## config.mk

```make
export PLATFORM = sky130hd
export DESIGN_NAME = ir_distance_filter
export DESIGN_NICKNAME = d
export VERILOG_FILES = /design/src/design/irdf_pkg.sv /design/src/design/ir_distance_filter.sv
export SDC_FILE = /design/constraint.sdc
export NUM_CORES = 2
export LEC_CHECK = 0
export ABC_AREA = 1
export BUFFER_PORTS_ARGS = -buffer_cell sky130_fd_sc_hd__buf_2
export CAP_MARGIN = 25
export CORE_MARGIN = 1.5
export CORE_UTILIZATION = 25
export CTS_CLUSTER_DIAMETER = 120
export DETAILED_ROUTE_END_ITERATION = 6
export GPL_TIMING_DRIVEN = 0
export PLACE_DENSITY_LB_ADDON = 0.08
export SLEW_MARGIN = 20
export SYNTH_ARGS = -nofsm -noshare
export SYNTH_HDL_FRONTEND = slang
export SYNTH_SLANG_ARGS = --single-unit
```

## constraint.sdc

```tcl
create_clock -name clk -period 7.7 [get_ports clk]
set_clock_uncertainty 0.1 [all_clocks]
set_input_delay 1.155 -clock clk [delete_from_list [all_inputs] [get_ports clk]]
set_output_delay 1.155 -clock clk [all_outputs]
set_load 0.01 [all_outputs]
```

## src/design/irdf_pkg.sv

```systemverilog
// Shared types and constants for the infrared distance filter.
`timescale 1ns / 1ps

package irdf_pkg;

    // Default build values
    localparam int SAMPLE_BITS_DEF  = 12;
    localparam int FILTER_SHIFT_DEF = 5;

    // Fixed field widths
    localparam int CAL_BITS       = 17;
    localparam int AVG_OUT_BITS   = 17;
    localparam int DIST_BITS      = 14;
    localparam int CFG_INDEX_BITS = 3;

    // Distance codes in mm
    localparam logic [DIST_BITS-1:0] DIST_OFF = 14'd10000;
    localparam logic [DIST_BITS-1:0] DIST_MAX = 14'd1500;
    localparam int                   DIST_MIN = 50;

    // Folded calibration constants:
    // dist = K_NUM*(near-far) / (K_SLOPE*(avg-far) + K_SPAN*(near-far))
    localparam logic [CAL_BITS-1:0] K_NUM   = 17'd100000;
    localparam logic [CAL_BITS-1:0] K_SLOPE = 17'd569;
    localparam logic [CAL_BITS-1:0] K_SPAN  = 17'd200;
    localparam logic [CAL_BITS-1:0] K_LIMIT = 17'd1500;

    // Quotient bits: an in-range result never exceeds 1500
    localparam int QUOT_BITS = 11;

    typedef enum logic [CFG_INDEX_BITS-1:0] {
        REG_POWER_ENABLE     = 3'd0,
        REG_SENSOR_INSTALLED = 3'd1,
        REG_CAL_NEAR_LEFT    = 3'd2,
        REG_CAL_FAR_LEFT     = 3'd3,
        REG_CAL_NEAR_FRONT   = 3'd4,
        REG_CAL_FAR_FRONT    = 3'd5
    } reg_index_t;

    typedef enum logic [3:0] {
        ST_IDLE,
        ST_FILTER,
        ST_SPAN,
        ST_NUM,
        ST_DIFF,
        ST_DEN,
        ST_LIMIT,
        ST_CHECK,
        ST_DIVIDE,
        ST_STORE,
        ST_OUTPUT
    } state_t;

endpackage

```

## src/design/ir_distance_filter.sv

```systemverilog
`timescale 1ns / 1ps
// Two-channel infrared range estimator: leaky sum filter plus calibrated distance.
// Usage: input channel (sample_valid / sample_stall) carries one request with a
//   raw ADC sample per sensor; output channel (result_valid / result_stall)
//   returns one result per request: two distances in mm, the two leaky sums,
//   two out-of-range flags and the active status. Configuration channel
//   (cfg_valid / cfg_ready, always ready) writes register cfg_index with
//   cfg_data; write it only while no request is in flight.
// Sequence: with the sensor active, an accepted request gets one filter update,
//   then per channel the differences, four products on one shared constant
//   multiplier, the range check, an 11-step restoring divide and the store,
//   and last the output load. A clamped channel skips its divide. With the
//   sensor off or not fitted, the request goes straight to the output load.
// Handshake: sample_stall stays high until the result is loaded, so the next
//   request is taken in the cycle after the load and never during a computation.
// Reset: sums clear to zero, the filters are marked for restart, registers
//   take their documented reset values and no result is pending.
// Receiver stall: a finished result holds in the output register; the next
//   request is still accepted and computed, and waits for the register to free up.

module ir_distance_filter
#(
    parameter int SAMPLE_BITS  = irdf_pkg::SAMPLE_BITS_DEF,
    parameter int FILTER_SHIFT = irdf_pkg::FILTER_SHIFT_DEF
)
(
    input  logic                                clk,
    input  logic                                rst_n,

    input  logic                                cfg_valid,
    output logic                                cfg_ready,
    input  logic [irdf_pkg::CFG_INDEX_BITS-1:0] cfg_index,
    input  logic [irdf_pkg::CAL_BITS-1:0]       cfg_data,

    input  logic                                sample_valid,
    output logic                                sample_stall,
    input  logic [SAMPLE_BITS-1:0]              sample_left,
    input  logic [SAMPLE_BITS-1:0]              sample_front,

    output logic                                result_valid,
    input  logic                                result_stall,
    output logic [irdf_pkg::DIST_BITS-1:0]      dist_left_mm,
    output logic [irdf_pkg::DIST_BITS-1:0]      dist_front_mm,
    output logic [irdf_pkg::AVG_OUT_BITS-1:0]   avg_left_out,
    output logic [irdf_pkg::AVG_OUT_BITS-1:0]   avg_front_out,
    output logic                                range_flag_left,
    output logic                                range_flag_front,
    output logic                                sensor_active
);

    import irdf_pkg::*;

    // Leaky sum width
    localparam int AVG_BITS = SAMPLE_BITS + FILTER_SHIFT;
    localparam int WIDE_BITS = AVG_BITS + FILTER_SHIFT;
    // avg - far, signed
    localparam int DIFF_BITS = ((AVG_BITS > CAL_BITS) ? AVG_BITS : CAL_BITS) + 1;
    // near - far, signed
    localparam int SPAN_BITS = CAL_BITS + 1;
    // K_NUM * span, signed
    localparam int NUM_BITS = SPAN_BITS + CAL_BITS;
    // K_SLOPE * diff + K_SPAN * span, signed
    localparam int DEN_BITS = DIFF_BITS + 11;
    // K_LIMIT * den, signed
    localparam int LIM_BITS = DEN_BITS + 11;
    localparam int CMP_BITS = (NUM_BITS > LIM_BITS) ? NUM_BITS : LIM_BITS;
    // Shared multiplier: widest operand is the denominator
    localparam int MUL_A_BITS = DEN_BITS;
    localparam int MUL_BITS = MUL_A_BITS + CAL_BITS + 1;
    // Divider: remainder and shifted divisor, both nonnegative
    localparam int REM_BITS = NUM_BITS - 1;
    localparam int DVS_BITS = DEN_BITS - 1 + QUOT_BITS - 1;
    localparam int TRIAL_BITS = ((REM_BITS > DVS_BITS) ? REM_BITS : DVS_BITS) + 1;
    localparam int CNT_BITS = $clog2(QUOT_BITS);

    // ---------------------------------------------------------------------
    // Configuration registers
    // ---------------------------------------------------------------------
    logic                power_enable_reg;
    logic                power_enable_next;
    logic                sensor_installed_reg;
    logic                sensor_installed_next;
    logic [CAL_BITS-1:0] cal_near_left_reg;
    logic [CAL_BITS-1:0] cal_far_left_reg;
    logic [CAL_BITS-1:0] cal_near_front_reg;
    logic [CAL_BITS-1:0] cal_far_front_reg;
    logic                cfg_write;
    logic                active;
    logic                restart_reg;

    assign cfg_ready = 1'b1;
    assign cfg_write = cfg_valid & cfg_ready;
    assign active    = power_enable_reg & sensor_installed_reg;

    // Next values of the two enable bits, to spot an off-to-on change
    always_comb
    begin
        power_enable_next     = power_enable_reg;
        sensor_installed_next = sensor_installed_reg;
        if (cfg_write)
        begin
            if (cfg_index == REG_POWER_ENABLE)
            begin
                power_enable_next = cfg_data[0];
            end
            if (cfg_index == REG_SENSOR_INSTALLED)
            begin
                sensor_installed_next = cfg_data[0];
            end
        end
    end

    // ---------------------------------------------------------------------
    // Sequencer and datapath registers
    // ---------------------------------------------------------------------
    state_t                        state_reg;
    state_t                        state_next;
    logic                          ch_reg;      // 0: left, 1: front
    logic [AVG_BITS-1:0]           avg_left_reg;
    logic [AVG_BITS-1:0]           avg_front_reg;
    logic [SAMPLE_BITS-1:0]        smp_left_reg;
    logic [SAMPLE_BITS-1:0]        smp_front_reg;
    logic signed [SPAN_BITS-1:0]   span_reg;
    logic signed [DIFF_BITS-1:0]   diff_reg;
    logic signed [NUM_BITS-1:0]    num_reg;
    logic signed [DEN_BITS-1:0]    acc_reg;
    logic signed [DEN_BITS-1:0]    den_reg;
    logic signed [LIM_BITS-1:0]    lim_reg;
    logic [REM_BITS-1:0]           rem_reg;
    logic [DVS_BITS-1:0]           dvs_reg;
    logic [QUOT_BITS-1:0]          quot_reg;
    logic [CNT_BITS-1:0]           cnt_reg;
    logic                          clamp_reg;
    logic [DIST_BITS-1:0]          res_dist_left_reg;
    logic [DIST_BITS-1:0]          res_dist_front_reg;
    logic                          res_flag_left_reg;
    logic                          res_flag_front_reg;
    logic                          result_valid_reg;

    // Output register
    logic [DIST_BITS-1:0]          dist_left_reg;
    logic [DIST_BITS-1:0]          dist_front_reg;
    logic [AVG_OUT_BITS-1:0]       avg_left_out_reg;
    logic [AVG_OUT_BITS-1:0]       avg_front_out_reg;
    logic                          flag_left_reg;
    logic                          flag_front_reg;
    logic                          active_out_reg;

    // ---------------------------------------------------------------------
    // Leaky sum: floor(avg * (2^S - 1) / 2^S) + sample, as (avg<<S - avg) >> S
    // ---------------------------------------------------------------------
    logic [WIDE_BITS-1:0] wide_left;
    logic [WIDE_BITS-1:0] wide_front;
    logic [AVG_BITS-1:0]  leak_left;
    logic [AVG_BITS-1:0]  leak_front;

    assign wide_left  = (WIDE_BITS'(avg_left_reg) << FILTER_SHIFT) - WIDE_BITS'(avg_left_reg);
    assign wide_front = (WIDE_BITS'(avg_front_reg) << FILTER_SHIFT) - WIDE_BITS'(avg_front_reg);
    assign leak_left  = AVG_BITS'(wide_left >> FILTER_SHIFT) + AVG_BITS'(smp_left_reg);
    assign leak_front = AVG_BITS'(wide_front >> FILTER_SHIFT) + AVG_BITS'(smp_front_reg);

    // ---------------------------------------------------------------------
    // Channel selection
    // ---------------------------------------------------------------------
    logic [AVG_BITS-1:0] avg_sel;
    logic [CAL_BITS-1:0] near_sel;
    logic [CAL_BITS-1:0] far_sel;

    assign avg_sel  = ch_reg ? avg_front_reg : avg_left_reg;
    assign near_sel = ch_reg ? cal_near_front_reg : cal_near_left_reg;
    assign far_sel  = ch_reg ? cal_far_front_reg : cal_far_left_reg;

    // ---------------------------------------------------------------------
    // Shared constant multiplier, operands chosen by the sequencer
    // ---------------------------------------------------------------------
    logic signed [MUL_A_BITS-1:0] mul_a;
    logic [CAL_BITS-1:0]          mul_b;
    logic signed [CAL_BITS:0]     mul_b_s;
    logic signed [MUL_BITS-1:0]   prod;

    assign mul_b_s = $signed({1'b0, mul_b});
    assign prod    = mul_a * mul_b_s;

    // ---------------------------------------------------------------------
    // Range check and divider step
    // ---------------------------------------------------------------------
    logic signed [CMP_BITS-1:0]   num_cmp;
    logic signed [CMP_BITS-1:0]   lim_cmp;
    logic                         clamp_now;
    logic signed [TRIAL_BITS-1:0] trial;
    logic                         trial_ok;
    logic                         final_flag;
    logic [DIST_BITS-1:0]         final_dist;
    logic                         out_load;

    assign num_cmp = CMP_BITS'(num_reg);
    assign lim_cmp = CMP_BITS'(lim_reg);

    // Clamp on a non-positive denominator, a negative numerator, or a value
    // above 1500 (num > 1500*den covers 1500 with a nonzero remainder too)
    assign clamp_now = den_reg[DEN_BITS-1] || (den_reg == '0) || num_reg[NUM_BITS-1]
                       || (num_cmp > lim_cmp);

    assign trial    = $signed(TRIAL_BITS'(rem_reg)) - $signed(TRIAL_BITS'(dvs_reg));
    assign trial_ok = ~trial[TRIAL_BITS-1];

    // Quotient below the minimum range also clamps
    assign final_flag = clamp_reg || (quot_reg < QUOT_BITS'(DIST_MIN));
    assign final_dist = final_flag ? DIST_MAX : DIST_BITS'(quot_reg);

    // Load the output register once it is free or being taken
    assign out_load = (state_reg == ST_OUTPUT) && (!result_valid_reg || !result_stall);

    // ---------------------------------------------------------------------
    // Next state
    // ---------------------------------------------------------------------
    always_comb
    begin
        state_next = state_reg;
        unique case (state_reg)
            ST_IDLE:
            begin
                if (sample_valid)
                begin
                    state_next = active ? ST_FILTER : ST_OUTPUT;
                end
            end
            ST_FILTER: state_next = ST_SPAN;
            ST_SPAN:   state_next = ST_NUM;
            ST_NUM:    state_next = ST_DIFF;
            ST_DIFF:   state_next = ST_DEN;
            ST_DEN:    state_next = ST_LIMIT;
            ST_LIMIT:  state_next = ST_CHECK;
            ST_CHECK:  state_next = clamp_now ? ST_STORE : ST_DIVIDE;
            ST_DIVIDE:
            begin
                if (cnt_reg == '0)
                begin
                    state_next = ST_STORE;
                end
            end
            ST_STORE:  state_next = ch_reg ? ST_OUTPUT : ST_SPAN;
            ST_OUTPUT:
            begin
                if (out_load)
                begin
                    state_next = ST_IDLE;
                end
            end
            default:   state_next = ST_IDLE;
        endcase
    end

    // ---------------------------------------------------------------------
    // Sequencer outputs: handshake and multiplier operands
    // ---------------------------------------------------------------------
    always_comb
    begin
        sample_stall = (state_reg != ST_IDLE);
        mul_a        = '0;
        mul_b        = '0;
        unique case (state_reg)
            ST_NUM:
            begin
                mul_a = MUL_A_BITS'(span_reg);
                mul_b = K_NUM;
            end
            ST_DIFF:
            begin
                mul_a = MUL_A_BITS'(diff_reg);
                mul_b = K_SLOPE;
            end
            ST_DEN:
            begin
                mul_a = MUL_A_BITS'(span_reg);
                mul_b = K_SPAN;
            end
            ST_LIMIT:
            begin
                mul_a = den_reg;
                mul_b = K_LIMIT;
            end
            default:
            begin
                mul_a = '0;
                mul_b = '0;
            end
        endcase
    end

    // ---------------------------------------------------------------------
    // Control state, configuration and filter sums
    // ---------------------------------------------------------------------
    always_ff @(posedge clk or negedge rst_n)
    begin
        if (!rst_n)
        begin
            state_reg            <= ST_IDLE;
            ch_reg               <= 1'b0;
            cnt_reg              <= '0;
            result_valid_reg     <= 1'b0;
            power_enable_reg     <= 1'b0;
            sensor_installed_reg <= 1'b1;
            cal_near_left_reg    <= CAL_BITS'(72300);
            cal_far_left_reg     <= CAL_BITS'(12500);
            cal_near_front_reg   <= CAL_BITS'(72300);
            cal_far_front_reg    <= CAL_BITS'(12500);
            avg_left_reg         <= '0;
            avg_front_reg        <= '0;
            restart_reg          <= 1'b1;
        end
        else
        begin
            state_reg <= state_next;

            // Configuration writes
            if (cfg_write)
            begin
                case (cfg_index)
                    REG_POWER_ENABLE:     power_enable_reg     <= power_enable_next;
                    REG_SENSOR_INSTALLED: sensor_installed_reg <= sensor_installed_next;
                    REG_CAL_NEAR_LEFT:    cal_near_left_reg    <= cfg_data;
                    REG_CAL_FAR_LEFT:     cal_far_left_reg     <= cfg_data;
                    REG_CAL_NEAR_FRONT:   cal_near_front_reg   <= cfg_data;
                    REG_CAL_FAR_FRONT:    cal_far_front_reg    <= cfg_data;
                    default:
                    begin
                        // drop writes to unknown registers
                    end
                endcase
                if (!active && power_enable_next && sensor_installed_next)
                begin
                    restart_reg <= 1'b1;
                end
            end

            // Filter update: seed after a restart, else leak
            if (state_reg == ST_FILTER)
            begin
                if (restart_reg)
                begin
                    avg_left_reg  <= {smp_left_reg, {FILTER_SHIFT{1'b0}}};
                    avg_front_reg <= {smp_front_reg, {FILTER_SHIFT{1'b0}}};
                    restart_reg   <= 1'b0;
                end
                else
                begin
                    avg_left_reg  <= leak_left;
                    avg_front_reg <= leak_front;
                end
            end

            // Channel and divider step counters
            if (state_reg == ST_FILTER)
            begin
                ch_reg <= 1'b0;
            end
            else if (state_reg == ST_STORE)
            begin
                ch_reg <= ~ch_reg;
            end

            if (state_reg == ST_CHECK)
            begin
                cnt_reg <= CNT_BITS'(QUOT_BITS - 1);
            end
            else if (state_reg == ST_DIVIDE)
            begin
                cnt_reg <= cnt_reg - 1'b1;
            end

            // Result handshake
            if (out_load)
            begin
                result_valid_reg <= 1'b1;
            end
            else if (result_valid_reg && !result_stall)
            begin
                result_valid_reg <= 1'b0;
            end
        end
    end

    // ---------------------------------------------------------------------
    // Payload registers
    // ---------------------------------------------------------------------
    always_ff @(posedge clk)
    begin
        if (state_reg == ST_IDLE && sample_valid)
        begin
            smp_left_reg  <= sample_left;
            smp_front_reg <= sample_front;
        end

        unique case (state_reg)
            ST_SPAN:
            begin
                span_reg <= $signed(SPAN_BITS'(near_sel)) - $signed(SPAN_BITS'(far_sel));
                diff_reg <= $signed(DIFF_BITS'(avg_sel)) - $signed(DIFF_BITS'(far_sel));
            end
            ST_NUM:
            begin
                num_reg <= NUM_BITS'(prod);
            end
            ST_DIFF:
            begin
                acc_reg <= DEN_BITS'(prod);
            end
            ST_DEN:
            begin
                den_reg <= acc_reg + DEN_BITS'(prod);
            end
            ST_LIMIT:
            begin
                lim_reg <= LIM_BITS'(prod);
            end
            ST_CHECK:
            begin
                clamp_reg <= clamp_now;
                rem_reg   <= num_reg[REM_BITS-1:0];
                dvs_reg   <= DVS_BITS'(den_reg[DEN_BITS-2:0]) << (QUOT_BITS - 1);
                quot_reg  <= '0;
            end
            ST_DIVIDE:
            begin
                // one restoring step: subtract the shifted divisor when it fits
                if (trial_ok)
                begin
                    rem_reg <= REM_BITS'(trial);
                end
                quot_reg <= {quot_reg[QUOT_BITS-2:0], trial_ok};
                dvs_reg  <= dvs_reg >> 1;
            end
            ST_STORE:
            begin
                if (ch_reg)
                begin
                    res_dist_front_reg <= final_dist;
                    res_flag_front_reg <= final_flag;
                end
                else
                begin
                    res_dist_left_reg <= final_dist;
                    res_flag_left_reg <= final_flag;
                end
            end
            default:
            begin
                // hold
            end
        endcase

        if (out_load)
        begin
            dist_left_reg     <= active ? res_dist_left_reg : DIST_OFF;
            dist_front_reg    <= active ? res_dist_front_reg : DIST_OFF;
            flag_left_reg     <= active & res_flag_left_reg;
            flag_front_reg    <= active & res_flag_front_reg;
            avg_left_out_reg  <= AVG_OUT_BITS'(avg_left_reg);
            avg_front_out_reg <= AVG_OUT_BITS'(avg_front_reg);
            active_out_reg    <= active;
        end
    end

    assign result_valid     = result_valid_reg;
    assign dist_left_mm     = dist_left_reg;
    assign dist_front_mm    = dist_front_reg;
    assign avg_left_out     = avg_left_out_reg;
    assign avg_front_out    = avg_front_out_reg;
    assign range_flag_left  = flag_left_reg;
    assign range_flag_front = flag_front_reg;
    assign sensor_active    = active_out_reg;

endmodule
```

### Word-level counts from Yosys, hierarchy flattened

Index checks and enable logic that the tools add are counted.
W data, S select, Z words.

* $add $sub $neg: 9
* multiply operators: 1
* $lt $le $gt $ge: 2
* eq/ne operators: 19
* multiplexer cells: 33
* bitwise operators: 5
* reduce and logical (&&, ||, !) cells: 32

Operators with widths (count)
* $pmux W29 S3: 1
* $mux W17: 5
* $pmux W38 S2: 1
* $pmux W17 S4: 1
* $pmux W34 S2: 1
* $pmux W4 S11: 1
* $sub A22 B17 Y22: 2
* $gt A35 B40 Y1: 1
* $mul A29 B18 Y40: 1
* $sub A34 B38 Y39: 1
* $sub A17 B17 Y18: 2
* $add A17 B12 Y17: 2
* $mux W34: 1
* $add A29 B29 Y29: 1
* $logic_not A29 Y1: 1
* $mux W4: 7
* $pmux W11 S2: 1
* $reduce_and A2 Y1: 9
* $eq A4 B3 Y1 const B: 4
* $mux W1: 13
* $eq A4 B4 Y1 const B: 3
* $lt A11 B6 Y1 const B: 1
* $mux W11: 1
* $eq A4 B2 Y1 const B: 2
* 17 further kinds: 38

* flip-flop bits (word level): 487
* bits of input ports: 49
* output and inout port bits: 68
* logic and storage cells: 137

### Logic depth before layout (Yosys ltp)

* depth after elaboration: 9
* mapped depth: 41
* gate-level depth less buffers: 40

### Worst setup path before layout

Ideal clock, no wire load.

* path type: reg2reg
* from: reg state_reg[2]
* to: reg den_reg[28], data pin
* library setup time: 0.260 ns
* arrival: 7.733 ns
* data required time: 7.340 ns
* slack: -0.393 ns
* cell stages (with the launch flop): 39
* path buffers: 1
* clock period less this slack: 8.093 ns
* path through: dfrtp_1 inv_2 nor2_2 inv_2 nor2_2 nor2_2 inv_4 nand2_2 nand2_4 inv_2 nand2_4 buf_2 nand2_1 fa_1 fa_1 inv_1 fa_1 inv_1 (+3 left out) inv_1 fa_1 inv_1 ha_1 nand2_1 inv_1 a21oi_1 o21ai_1 or2_1 a21oi_1 xnor2_1 ha_1 nand2_1 nor2_1 nand2_1 nor4_1 a21oi_1 xor2_1

* cells in the longest elaborated chain, start to end: 5
* elaborated cells on any way between the ends: 9
* those cells by class: add/sub: 1; mul: 1; eq/ne: 4; mux: 2; reduce/logical: 1

Ends and longest elaborated chain
* from (decl): RTL line ir_distance_filter.sv:116 `state_t state_reg;`
* from (signal assigned): RTL line ir_distance_filter.sv:314 `state_reg <= state_next;`
* $eq A4 B3 Y1 / $eq A4 B2 Y1 (equally long branches): RTL line ir_distance_filter.sv:262 `unique case (state_reg)`
* $reduce_or A2 Y1 (no line)
* $pmux W29 S3: RTL line ir_distance_filter.sv:262
* $mul A29 B18 Y40 (*): RTL line ir_distance_filter.sv:182 `assign prod = mul_a * mul_b_s;`
* net prod[23]: RTL line ir_distance_filter.sv:179 `logic signed [MUL_BITS-1:0] prod;`
* $add A29 B29 Y29 (*): RTL line ir_distance_filter.sv:411 `den_reg <= acc_reg + DEN_BITS'(prod);`
* to (signal assigned): RTL line ir_distance_filter.sv:411
* to (decl): RTL line ir_distance_filter.sv:127 `logic signed [DEN_BITS-1:0] den_reg;`

The timed path passes the listed nets; every way through them passes the cells marked *.
A chain may end at the register's enable or synchronous reset.

### Worst setup path after layout

Ends and elaborated chain as after synthesis.

==> impl_metrics.tcl <==
set metrics [dict create \
    number_of_global_route_vias_before_repair 32530 \
    clk_path_buf_depth 3 \
    synthesis.area_mm2 0.04026 \
    num-nets-final 5612 \
    clk_tree_root_cell "sky130_fd_sc_hd__clkbuf_16" \
    dp_hpwl_um 116800 \
    synth.yosys.warnings 0 \
    crit_buf_inv 9 \
    post_dp_cell_area_mm2 0.04394 \
    flow.area_growth_from_synthesis_pct 20.46 \
    synth_flop_cell "sky130_fd_sc_hd__edfxtp_1" \
    timing_worst_slew_pin_value_ns 1.012 \
    antenna_left 0 \
    sequential_to_total_area_share_from_yosys_stat_pct 34.17 \
    gp_congestion 0.8684 \
    routed_via_density 4.396 \
    ioPinCount 117 \
    final.period_utilization_pct 101.3 \
    core-area_mm2 0.1602 \
    timing.max_cap.violations 0 \
    final_area_mm2 0.04850 \
    die_w_um 404.3 \
    final-hold-violation-count 0 \
    fin_ws_ns -0.1010 \
    share_of_synthesized_flip_flops_with_an_asynchronous_set_or_reset_pct 24.16 \
    yosysMostFrequentCell "sky130_fd_sc_hd__inv_1" \
    layout-drive-gt1-share_pct 15.68 \
    fill_cell_count 17110 \
    hold_slack_ns 0.2957 \
    clock_insertion_delay_worst_skew_ns 0.67 \
    netlist_top_cells_count "906 x sky130_fd_sc_hd__inv_1, 849 x sky130_fd_sc_hd__nand2_1, 411 x sky130_fd_sc_hd__nor2_1" \
    first_pass_grt_wire_length_um 208300 \
    grt.total_usage_pct 17.01 \
    cts_inserted_buffers 59 \
    drt_pre_antenna_iters 6 \
    clkTransAtPathRegs_ns 0.06 \
    required_ns 8.01 \
    critical_path_peak_fanout 8 \
    port_buffers 111 \
    grt_overflow 0 \
    powerDensity_mw_per_mm2 420.4 \
    grt_use_met2_pct 28.61 \
    clkSinkCount 476 \
    critical_path.slowest_cell "sky130_fd_sc_hd__fa_1" \
    endpoint_kind "register" \
    critical_path_arrival_ns 8.11 \
    synth-seq-cells 476 \
    die_y_um 404.3 \
    synth_top_area_share_pct 26.93 \
    cellLeakagePower_nw 22.68 \
    cpLargestDelayFamily "adder cells" \
    rsz_0062_raised_after_global_routing "true" \
    timing.critical_path.depth 36 \
    crit_path_frequent_cell "sky130_fd_sc_hd__fa_1" \
    wl_per_cell_um 19.66 \
    route.vias.total 31190 \
    setup-violations-final 2 \
    floorplan.die_area_mm2 0.1634 \
    crit_path_start_kind "register" \
    slew_headroom_pct 32.51 \
    dp_cells 6878 \
    violations "setup timing" \
    h-tree-depth 2 \
    synth.top_cells.by_area "sky130_fd_sc_hd__edfxtp_1 27%, sky130_fd_sc_hd__fa_1 14%, sky130_fd_sc_hd__ha_1 12%" \
    tritoncts "built" \
    drv_slew 0 \
    synthCells 4589 \
    yosys.area.top_type "sky130_fd_sc_hd__edfxtp_1" \
    largest_register_ff_count 40 \
    synth_cell_type_count 70 \
    totalWireLength_um 139500 \
    floorplan.initialDensity_pct 25.13 \
    max_freq_mhz 128.2 \
    hold_buffers 0 \
    vdd.ir_drop.worst_v 0.0002418 \
    grt_antenna_before_repair 4 \
    grt_max_degree 73 \
    detailedPlace.worstSlack_ns -1.986 \
    synth-edff-count 361 \
    status "complete, but fails checks" \
    diodes 0 \
    synthesis.area_per_instance_um2 8.773 \
    post-route-min-period_ns 7.801 \
    grt_use_met3_pct 1.806 \
    worst_hold_path_type "input pin to asynchronous set/reset pin" \
    gr-max-usage-layer "met2" \
    grt.met1_usage_pct 23.24 \
    first_iter_violations 1806 \
    worst-setup-path-type "register to register" \
    worst_r2r_path_depth 36 \
    finalNonFillerCells 7095 \
    total_power_mw 20.39 \
    cp_slowest_stage_delay_ns 0.52 \
    fp-row-count 147 \
    detail_route.drc_violations 0 \
]
==> timing repair <==
action	in CTS	in global routing
gates cloned	0	1
setup buffers	71	37
endpoints found under the setup margin	75	17
pin swaps	62	32
resized for setup	316	108
==> cell families after synthesis <==
family          after synthesis  synth area share [%]
other cells                   2               0.01865
mux                          18                0.4475
simple gates               1582                 16.64
flops                       476                 34.17
xor+xnor                    148                 3.239
compound gates              657                 9.296
fa+ha+maj                   676                 26.42
buf+inv                    1030                 9.775
==> per-layer routing <==
layer	routed length, um	share of wire [%]
met1	65990	47
met3	4085	2.9
met5	0	0
met2	65880	47
met4	3511	2.5
==> placed cells by master, fill, tap and decap left out, drive strengths merged, types with 20 or more instances in the layout <==
cell	n
nor2	444
inv	938
dfstp	30
dfrtp	85
buf	264
nor4	23
fa	290
clkinv	31
nand3	138
ha	386
clkbuf	133
o22ai	26
xor2	89
nand4	42
xnor2	59
edfxtp	361
o21bai	20
nand2	867
nor3	26
or2	21
o21ai	304
a21oi	224
==> worst register-to-register path: cells and delay by family, from the launching register on <==
family                   cells  cell delay, ns
flip-flops                   1            0.41
AND/OR/NAND/NOR             13            1.59
AO/OA/AOI/OAI                4            0.63
buffers and inverters        9            0.89
adder cells (fa/ha/maj)      8            3.64
XOR/XNOR                     2            0.28
==> through the flow <==
stage	TNS (ns)	utilization, %
after floorplan	0	-
after global placement	-106.38	27.19
after detailed placement	-35.53	27.43
after CTS	-0.4260	29.77
after global routing	-2.092	30.27
final	-0.1337	30.27
==> final timing paths <==
kind	start	end	slack [ns]
setup / recovery	state_reg[2]	den_reg[28]	-0.10
hold / removal	rst_n	cal_near_left_reg[10]	0.30
setup reg to reg	state_reg[2]	den_reg[28]	-0.10
hold reg to reg	cal_far_left_reg[8]	cal_far_left_reg[8]	0.38
max in group asynchronous	rst_n	state_reg[0]	6.44
min in group clk	cal_far_left_reg[8]	cal_far_left_reg[8]	0.38
==> where the power goes <==
group / switching, mW / internal (mW) / total (mW)
combinational: 8.56 / 4.76 / 13.3
sequential: 0.427 / 3.91 / 4.34
clock: 1.17 / 1.55 / 2.72
total: 10.2 / 10.2 / 20.4
==> area by class of cell <==
cell class / instances / area, um2 / area share [%]
sequential: 476 / 13760 / 28.37
clock buffer: 80 / 1597 / 3.292
clock inverter: 29 / 237.7 / 0.4902
inverter: 947 / 3597 / 7.418
timing repair buffer: 235 / 1778 / 3.666
tap: 2160 / 2703 / 5.573
buffer: 82 / 529.3 / 1.091
multi-input combinational: 3086 / 24300 / 50.10
Note: power is estimated with default switching activity, not from simulation.
